**src/sv/sbq_pkg.sv**
```systemverilog
`timescale 1ns / 1ps
// ----------------------------------------------------------------------------
// sbq_pkg: shared types and codes for the semaphore blocked queue table
// Holds the action and status codes and the field widths of both channels.
// ----------------------------------------------------------------------------
package sbq_pkg;

    localparam int ACTION_W = 2;
    localparam int KEY_IN_W = 32;
    localparam int PROC_W   = 5;
    localparam int STATUS_W = 2;

    typedef enum logic [ACTION_W-1:0] {
        ACT_BLOCK   = 2'd0,
        ACT_UNBLOCK = 2'd1,
        ACT_OUT     = 2'd2,
        ACT_PEEK    = 2'd3
    } action_t;

    typedef enum logic [STATUS_W-1:0] {
        ST_OK     = 2'd0,
        ST_FULL   = 2'd1,
        ST_ABSENT = 2'd2,
        ST_BADKEY = 2'd3
    } status_t;

    typedef struct packed {
        logic [ACTION_W-1:0] action;
        logic [KEY_IN_W-1:0] sem_key;
        logic [PROC_W-1:0]   proc_id;
    } req_t;

    typedef struct packed {
        logic [STATUS_W-1:0] status;
        logic [PROC_W-1:0]   out_proc;
        logic                proc_valid;
    } rsp_t;

endpackage

```
**src/sv/sbq_if.sv**
```systemverilog
`timescale 1ns / 1ps
// ----------------------------------------------------------------------------
// sbq_req_if / sbq_rsp_if: valid-ready channels of the queue table
// An item moves at a rising edge where valid and ready are both high.
// ----------------------------------------------------------------------------
interface sbq_req_if;
    logic          valid;
    logic          ready;
    sbq_pkg::req_t payload;
    modport source (output valid, output payload, input ready);
    modport sink   (input valid, input payload, output ready);
endinterface

interface sbq_rsp_if;
    logic          valid;
    logic          ready;
    sbq_pkg::rsp_t payload;
    modport source (output valid, output payload, input ready);
    modport sink   (input valid, input payload, output ready);
endinterface

```
**src/sv/semaphore_blocked_queue_table.sv**
```systemverilog
`timescale 1ns / 1ps
// ----------------------------------------------------------------------------
// semaphore_blocked_queue_table: active semaphore list with blocked queues
// Descriptor table keyed by semaphore address, each with a FIFO of process
// ids kept as a doubly linked list through per-process links.
// ----------------------------------------------------------------------------
// One item at a time. A block or a lookup walks the descriptors one per cycle
// through a single shared key comparator; this walk sets the time such an
// item takes. A remove reads the descriptor of the named process instead of
// walking. After the walk or that read, the head and tail are read, then the
// links of the target; a block appends behind the tail, an unblock or a
// remove unlinks the target. An absent key or a full table is answered after
// the walk, a rejected key or process without it. The free descriptor is
// taken during the same walk (lowest free index). Each table is a memory read
// at one address per cycle with a registered read; only the active and queued
// flags are flip-flops cleared by reset, so no clearing pass is needed. The
// result waits in an output register; in.ready rises again the cycle after it has been taken.
module semaphore_blocked_queue_table #(
    parameter int MAX_PROCS = 32,
    parameter int KEY_WIDTH = 32
) (
    input  logic       clk,
    input  logic       rst_n,
    sbq_req_if.sink    in,
    sbq_rsp_if.source  out
);

    localparam int IW = (MAX_PROCS > 1) ? $clog2(MAX_PROCS) : 1;
    localparam int CW = IW + 1;
    localparam int PW = sbq_pkg::PROC_W;

    typedef enum logic [3:0] {
        S_IDLE, S_DECODE, S_SCAN, S_SCAN_END, S_RD1, S_RD2, S_UNLINK, S_RESP
    } state_t;

    // descriptor and process memories
    logic [KEY_WIDTH-1:0] key_mem  [MAX_PROCS];
    logic [IW-1:0]        head_mem [MAX_PROCS];
    logic [IW-1:0]        tail_mem [MAX_PROCS];
    logic [IW-1:0]        next_mem [MAX_PROCS];
    logic [IW-1:0]        prev_mem [MAX_PROCS];
    logic [IW-1:0]        pdesc_mem[MAX_PROCS];
    logic [MAX_PROCS-1:0] active_reg, queued_reg;

    state_t               state_reg;
    sbq_pkg::action_t     act_reg;
    logic [KEY_WIDTH-1:0] key_reg;
    logic [IW-1:0]        p_reg;
    logic [CW-1:0]        cnt_reg;
    logic                 found_reg, free_ok_reg;
    logic [IW-1:0]        d_reg, free_reg;
    logic [IW-1:0]        h_reg, t_reg, nx_reg, pv_reg;
    logic [IW-1:0]        tgt_reg;       // process being unlinked
    logic [KEY_WIDTH-1:0] key_rd_reg;
    sbq_pkg::rsp_t        rsp_reg;
    logic                 out_valid_reg;

    logic [KEY_WIDTH-1:0] in_key;
    logic                 pid_ok;
    logic [IW-1:0]        scan_idx;
    logic [PW-1:0]        tgt_out;

    assign in_key   = KEY_WIDTH'(in.payload.sem_key);
    assign pid_ok   = (32'(in.payload.proc_id) < MAX_PROCS);
    assign scan_idx = cnt_reg[IW-1:0];
    assign tgt_out  = PW'(tgt_reg);

    assign in.ready        = (state_reg == S_IDLE) && !out_valid_reg;
    assign out.valid       = out_valid_reg;
    assign out.payload     = rsp_reg;

    // registered reads of all memories, one address each per cycle
    logic [IW-1:0] kaddr, paddr, daddr, pdaddr;
    always_comb
    begin
        kaddr  = scan_idx;
        daddr  = d_reg;
        paddr  = tgt_reg;
        // look up the owner of the named process at the accepting edge
        pdaddr = (state_reg == S_IDLE) ? IW'(in.payload.proc_id) : p_reg;
    end

    always_ff @(posedge clk)
    begin
        key_rd_reg <= key_mem[kaddr];
        h_reg      <= head_mem[daddr];
        t_reg      <= tail_mem[daddr];
        nx_reg     <= next_mem[paddr];
        pv_reg     <= prev_mem[paddr];
    end

    // memory writes (driven by the sequencer below)
    logic                 wk_en, wh_en, wt_en, wn_en, wp_en, wd_en;
    logic [IW-1:0]        wk_a, wh_a, wt_a, wn_a, wp_a, wd_a;
    logic [IW-1:0]        wh_d, wt_d, wn_d, wp_d, wd_d;

    always_ff @(posedge clk)
    begin
        if (wk_en) key_mem[wk_a]   <= key_reg;
        if (wh_en) head_mem[wh_a]  <= wh_d;
        if (wt_en) tail_mem[wt_a]  <= wt_d;
        if (wn_en) next_mem[wn_a]  <= wn_d;
        if (wp_en) prev_mem[wp_a]  <= wp_d;
        if (wd_en) pdesc_mem[wd_a] <= wd_d;
    end

    logic [IW-1:0] pdesc_rd_reg;
    always_ff @(posedge clk)
    begin
        pdesc_rd_reg <= pdesc_mem[pdaddr];
    end

    logic key_hit;
    logic [IW-1:0] prev_idx;
    assign prev_idx = scan_idx - IW'(1);
    assign key_hit  = active_reg[prev_idx] && (key_rd_reg == key_reg);

    always_comb
    begin
        wk_en = 1'b0; wh_en = 1'b0; wt_en = 1'b0;
        wn_en = 1'b0; wp_en = 1'b0; wd_en = 1'b0;
        wk_a = free_reg; wh_a = d_reg; wt_a = d_reg;
        wn_a = t_reg; wp_a = p_reg; wd_a = p_reg;
        wh_d = p_reg; wt_d = p_reg; wn_d = p_reg; wp_d = t_reg; wd_d = d_reg;
        if (state_reg == S_RD2 && act_reg == sbq_pkg::ACT_BLOCK)
        begin
            if (found_reg)
            begin
                // append behind the current tail
                wn_en = 1'b1; wp_en = 1'b1; wt_en = 1'b1; wd_en = 1'b1;
            end
            else if (free_ok_reg)
            begin
                wk_en = 1'b1; wh_en = 1'b1; wt_en = 1'b1; wd_en = 1'b1;
                wh_a = free_reg; wt_a = free_reg; wd_d = free_reg;
            end
        end
        else if (state_reg == S_UNLINK)
        begin
            if (h_reg == tgt_reg && t_reg == tgt_reg)
            begin
            end
            else if (h_reg == tgt_reg)
            begin
                wh_en = 1'b1; wh_d = nx_reg;
            end
            else if (t_reg == tgt_reg)
            begin
                wt_en = 1'b1; wt_d = pv_reg;
            end
            else
            begin
                wn_en = 1'b1; wn_a = pv_reg; wn_d = nx_reg;
                wp_en = 1'b1; wp_a = nx_reg; wp_d = pv_reg;
            end
        end
    end

    always_ff @(posedge clk or negedge rst_n)
    begin
        if (!rst_n)
        begin
            state_reg     <= S_IDLE;
            active_reg    <= '0;
            queued_reg    <= '0;
            out_valid_reg <= 1'b0;
            act_reg       <= sbq_pkg::ACT_BLOCK;
            key_reg       <= '0;
            p_reg         <= '0;
            cnt_reg       <= '0;
            found_reg     <= 1'b0;
            free_ok_reg   <= 1'b0;
            d_reg         <= '0;
            free_reg      <= '0;
            tgt_reg       <= '0;
            rsp_reg       <= '0;
        end
        else
        begin
            if (out_valid_reg && out.ready)
                out_valid_reg <= 1'b0;
            unique case (state_reg)
                S_IDLE:
                begin
                    if (in.valid && in.ready)
                    begin
                        act_reg     <= sbq_pkg::action_t'(in.payload.action);
                        key_reg     <= in_key;
                        p_reg       <= IW'(in.payload.proc_id);
                        cnt_reg     <= '0;
                        found_reg   <= 1'b0;
                        free_ok_reg <= 1'b0;
                        if (in.payload.action == sbq_pkg::ACT_OUT)
                        begin
                            if (!pid_ok || !queued_reg[IW'(in.payload.proc_id)])
                            begin
                                rsp_reg   <= '{sbq_pkg::ST_ABSENT, '0, 1'b0};
                                state_reg <= S_RESP;
                            end
                            else
                            begin
                                rsp_reg   <= '{sbq_pkg::ST_OK, '0, 1'b0};
                                state_reg <= S_DECODE;
                            end
                        end
                        else if (in_key == '0)
                        begin
                            rsp_reg   <= '{sbq_pkg::ST_BADKEY, '0, 1'b0};
                            state_reg <= S_RESP;
                        end
                        else if (in.payload.action == sbq_pkg::ACT_BLOCK &&
                                 (!pid_ok || queued_reg[IW'(in.payload.proc_id)]))
                        begin
                            rsp_reg   <= '{sbq_pkg::ST_ABSENT, '0, 1'b0};
                            state_reg <= S_RESP;
                        end
                        else
                        begin
                            rsp_reg   <= '{sbq_pkg::ST_OK, '0, 1'b0};
                            state_reg <= S_SCAN;
                        end
                    end
                end
                S_DECODE:
                begin
                    // remove: descriptor of the named process is now read
                    d_reg     <= pdesc_rd_reg;
                    tgt_reg   <= p_reg;
                    state_reg <= S_SCAN_END;
                end
                S_SCAN:
                begin
                    // key read of entry cnt-1 is valid once cnt is nonzero
                    if (cnt_reg != '0 && !found_reg && key_hit)
                    begin
                        found_reg <= 1'b1;
                        d_reg     <= prev_idx;
                    end
                    if (cnt_reg < CW'(MAX_PROCS) && !free_ok_reg && !active_reg[scan_idx])
                    begin
                        free_ok_reg <= 1'b1;
                        free_reg    <= scan_idx;
                    end
                    if (cnt_reg == CW'(MAX_PROCS))
                        state_reg <= S_SCAN_END;
                    else
                        cnt_reg <= cnt_reg + CW'(1);
                end
                S_SCAN_END:
                begin
                    // head/tail of d_reg being read
                    if (act_reg == sbq_pkg::ACT_OUT)
                        state_reg <= S_RD1;
                    else if (!found_reg)
                    begin
                        if (act_reg != sbq_pkg::ACT_BLOCK)
                        begin
                            rsp_reg.status <= sbq_pkg::ST_ABSENT;
                            state_reg      <= S_RESP;
                        end
                        else if (!free_ok_reg)
                        begin
                            rsp_reg.status <= sbq_pkg::ST_FULL;
                            state_reg      <= S_RESP;
                        end
                        else
                            state_reg <= S_RD1;
                    end
                    else
                        state_reg <= S_RD1;
                end
                S_RD1:
                begin
                    // head and tail now valid; read links of the target
                    if (act_reg == sbq_pkg::ACT_UNBLOCK || act_reg == sbq_pkg::ACT_PEEK)
                        tgt_reg <= h_reg;
                    state_reg <= S_RD2;
                end
                S_RD2:
                begin
                    unique case (act_reg)
                        sbq_pkg::ACT_BLOCK:
                        begin
                            queued_reg[p_reg] <= 1'b1;
                            if (!found_reg)
                                active_reg[free_reg] <= 1'b1;
                            state_reg <= S_RESP;
                        end
                        sbq_pkg::ACT_PEEK:
                        begin
                            rsp_reg   <= '{sbq_pkg::ST_OK, tgt_out, 1'b1};
                            state_reg <= S_RESP;
                        end
                        default:
                        begin
                            rsp_reg   <= '{sbq_pkg::ST_OK, tgt_out, 1'b1};
                            state_reg <= S_UNLINK;
                        end
                    endcase
                end
                S_UNLINK:
                begin
                    queued_reg[tgt_reg] <= 1'b0;
                    if (h_reg == tgt_reg && t_reg == tgt_reg)
                        active_reg[d_reg] <= 1'b0;
                    state_reg <= S_RESP;
                end
                S_RESP:
                begin
                    out_valid_reg <= 1'b1;
                    state_reg     <= S_IDLE;
                end
                default:
                    state_reg <= S_IDLE;
            endcase
        end
    end

endmodule
```
**src/flat_wrapper.sv**
```systemverilog
// flat-port wrapper written by rule: the top's interface ports become plain ports
module semaphore_blocked_queue_table_flat 
#(
    parameter int MAX_PROCS = 32,
    parameter int KEY_WIDTH = 32
)
  (clk, rst_n, in_valid, in_payload, in_ready, out_valid, out_payload, out_ready);
  sbq_req_if in_i ();
  sbq_rsp_if out_i ();
  input  logic clk;
  input  logic rst_n;
  input wire logic [$bits(in_i.valid)-1:0] in_valid;
  input wire logic [$bits(in_i.payload)-1:0] in_payload;
  output wire logic [$bits(in_i.ready)-1:0] in_ready;
  output wire logic [$bits(out_i.valid)-1:0] out_valid;
  output wire logic [$bits(out_i.payload)-1:0] out_payload;
  input wire logic [$bits(out_i.ready)-1:0] out_ready;
  assign in_i.valid = in_valid;
  assign in_i.payload = in_payload;
  assign in_ready = in_i.ready;
  assign out_valid = out_i.valid;
  assign out_payload = out_i.payload;
  assign out_i.ready = out_ready;
  semaphore_blocked_queue_table #(.MAX_PROCS(MAX_PROCS), .KEY_WIDTH(KEY_WIDTH)) u_core (.clk(clk), .rst_n(rst_n), .in(in_i), .out(out_i));
endmodule
```
**config.mk**
```make
export PLATFORM = sky130hd
export DESIGN_NAME = semaphore_blocked_queue_table_flat
export DESIGN_NICKNAME = d
export VERILOG_FILES = /design/src/sv/sbq_pkg.sv /design/src/sv/sbq_if.sv /design/src/sv/semaphore_blocked_queue_table.sv /design/src/flat_wrapper.sv
export SDC_FILE = /design/constraint.sdc
export NUM_CORES = 2
export LEC_CHECK = 0
export BUFFER_PORTS_ARGS = -buffer_cell sky130_fd_sc_hd__buf_2
export CORE_ASPECT_RATIO = 1.75
export CORE_MARGIN = 3
export CORE_UTILIZATION = 57
export DETAILED_ROUTE_END_ITERATION = 16
export PLACE_DENSITY = 0.78
export SLEW_MARGIN = 40
export SYNTH_ARGS = -nofsm -noshare
export SYNTH_HDL_FRONTEND = slang
export SYNTH_SLANG_ARGS = --single-unit
```
**constraint.sdc**
```tcl
create_clock -name clk -period 3.5 [get_ports clk]
set_input_delay 0.175 -clock clk [delete_from_list [all_inputs] [get_ports clk]]
set_output_delay 0.175 -clock clk [all_outputs]
set_load 0.1 [all_outputs]
```
==> qor.yml <==
clock_latency_ns: 0.82
cp_max_fo: 8
path_class: "flip-flop to flip-flop"
cp.required_ns: 3.93
start_kind: "flip-flop"
wl_um: 194000
path_clk_slew_ns: 0.06
synth_nets: 3905
synthCells: 3856
synth_ff_type: "edfxtp_1"
htree_levels: 4
finalPower_mw: 72.5
regMostFlops: "u_core.key_mem"
yosysUniqueCellTypes: 65
cts.sinks: 2019
timing.hold.ws_ns: 0.0791
drive_above_1_share_pct: 27.5
highest_layer: "met5"
wl_met2_um: 104000
start_util_pct: 57.4
final_cells: 6067
drtAntennaViolNets: 0
die_w_um: 287
max_slew.worst_pin.slew_ns: 0.857
place.gp.congestion: 0.928
vias: 40400
finalCriticalPeriod_ns: 3.31
rsz0062_at_grt: "no"
synth_commonest_cells: "edfxtp_1, mux4_2, nor2_1, nand2_1, dfrtp_1"
dieHeight_um: 498
critPathTopFamily: "simple AND/OR/NAND/NOR gates"
crit_path_end_kind: "flip-flop"
tritoncts: "done"
met1_length_um: 62100
relSlewSlack_pct: 42.4
status: "finished clean"
numPortBuffers: 52
power.density_nw_per_um2: 816
ff2ff_setup_slack_ns: 0.19
nets: 4138
yosysWarnings: 0
slew_viol_final: 0
grt_pass1_wl_um: 283000
max_freq_mhz: 302
syn_area_um2: 78900
path_cells: "inv_1 > ha_1 > nand2_1 > nor3_4 > buf_4 > mux2i_1 > nand3_1 > nor2_1"
synth-async-reset-ratio_pct: 6.84
peakVddDrop_uv: 771
max_stage_delay_ns: 0.57
cpMaxStageDelayCell: "nor2_1"
synthMostInstantiatedCell: "edfxtp_1"
largest_register_ffs: 1024
post-place-cells: 5695
ctsResizeCount: 0
synth_seq_area_share_pct: 75.3
pin_count: 53
period_share_pct: 94.5
grt_pass1_vias: 42100
cts-root-buf: "clkbuf_16"
route.detailed.wl_per_inst_um: 31.9
rows: 180
clock_skew_ns: 0.0380
place_hpwl_um: 112000
cts_buffer_depth: 3
synth_edf_count: 1824
synth_area_leader_cell: "edfxtp_1"
hp-class: "primary input to flip-flop"
cp.arrival_ns: 3.74
numCtsBuffers: 169
core_area_um2: 137000
finalSetupViolCount: 0
drc: 0
synth.avg_cell_area_um2: 20.5
synth_seq_cells: 2019
dieArea_um2: 143000
grt.overflow.total: 0
hold_viol: 0
grt_max_degree: 130
syn2layout_area_growth_pct: 12.6
path_buf_inv: 2
wl_met3_um: 15700
synthTopCellsByArea: "edfxtp_1, mux4_2, dfrtp_1"
setup-tns-final_ns: 0
via_per_inst: 6.65
drt_iter0_drc: 5275
first_pass_iters: 6
p_leak_nw: 28.6
synth_top_area_share_pct: 69.5
antenna_found_initial: 11
grt_usage_pct: 27.5
maxCapViolCount: 0
==> power by group <==
part           switching [mW]  internal [mW]  total, mW  leakage, nW
clock network            8.56           10.6       19.2         2.78
registers                2.22           30.8       33.0         18.8
logic                    12.0           8.33       20.3         6.97
total                    22.7           49.7       72.5         28.6
==> path summary, 6_finish.rpt <==
kind,start,endpoint,cells after the start
max,u_core.act_reg[0]$_DFFE_PN0P_,u_core.tail_mem[16][0]$_DFFE_PP_,8
min reg2reg,u_core.out.payload[0]$_DFFE_PN0P_,u_core.out.payload[0]$_DFFE_PN0P_,1
min in group asynchronous,rst_n,u_core.key_reg[22]$_DFFE_PN0P_,3
max in group asynchronous,rst_n,u_core.key_reg[24]$_DFFE_PN0P_,4
max reg2reg,u_core.act_reg[0]$_DFFE_PN0P_,u_core.tail_mem[16][0]$_DFFE_PP_,8
min,out_ready,u_core.out.valid$_DFFE_PN0P_,3
==> timing repair <==
item / CTS / global route
hold buffers: 42 / 1
buffers inserted: 0 / 0
hold endpoints to repair: 114 / 5
==> worst register-to-register path, stage by stage (launching register included) <==
cell     delay [ns]
dfrtp_1        0.42
inv_1          0.12
ha_1           0.28
nand2_1        0.14
nor3_4         0.24
buf_4          0.24
mux2i_1        0.41
nand3_1        0.52
nor2_1         0.58
==> cells in the final DEF, fill, tap and decap left out, drive strengths merged, types with 21 or more instances in the layout <==
master,Yosys,final
dlygate4sd3,0,43
a22oi,83,83
o22ai,21,21
edfxtp,1824,1824
o21ai,66,66
nand4,27,27
mux4,546,546
clkinv,0,63
mux2i,21,21
nand2,193,193
clkbuf,124,234
nor3,56,56
nor4,22,22
a21oi,62,62
dfrtp,138,138
nor2,226,226
inv,28,34
xor2,39,39
dfxtp,57,57
buf,80,222
nand3,34,34
mux2,50,50
==> cell families (layout without fill, tap and decap cells) <==
group	count (synthesis)	in the layout	synth area share, %
simple gates	634	634	3.64
mux	617	617	16.6
other cells	0	10	0
compound gates	298	298	2.47
xor+xnor	50	50	0.555
fa+ha+maj	6	6	0.0952
buf+inv	232	613	1.37
flops	2019	2019	75.3
==> metrics by stage <==
stage / util, % / cell area [um2] / setup WS [ns]
global route: 64.6 / 88800 / 0.0119
finish: 64.6 / 88800 / 0.193
detailed placement: 60.2 / 82600 / 0.218
CTS: 64.6 / 88700 / 0.116
global placement: 60.1 / 82600 / 0.383
floorplan: - / 78900 / 0.0318
==> metal layers <==
metal,GRT usage [%],vias up
li1,-,16300
met1,32.5,20900
met2,48.1,2543
met3,4.54,599
met4,15.1,6
met5,0,-
==> final cells by class <==
type | instances | area, um2
sequential | 2019 | 59400
fill | 8718 | 48600
multi-input combinational | 1605 | 18800
clock buffer | 233 | 4780
timing repair buffer | 266 | 2540
tap | 1820 | 2280
clock inverter | 86 | 891
inverter | 28 | 105
antenna | 10 | 25.0
No activity file was read; power rests on OpenSTA's default activity.
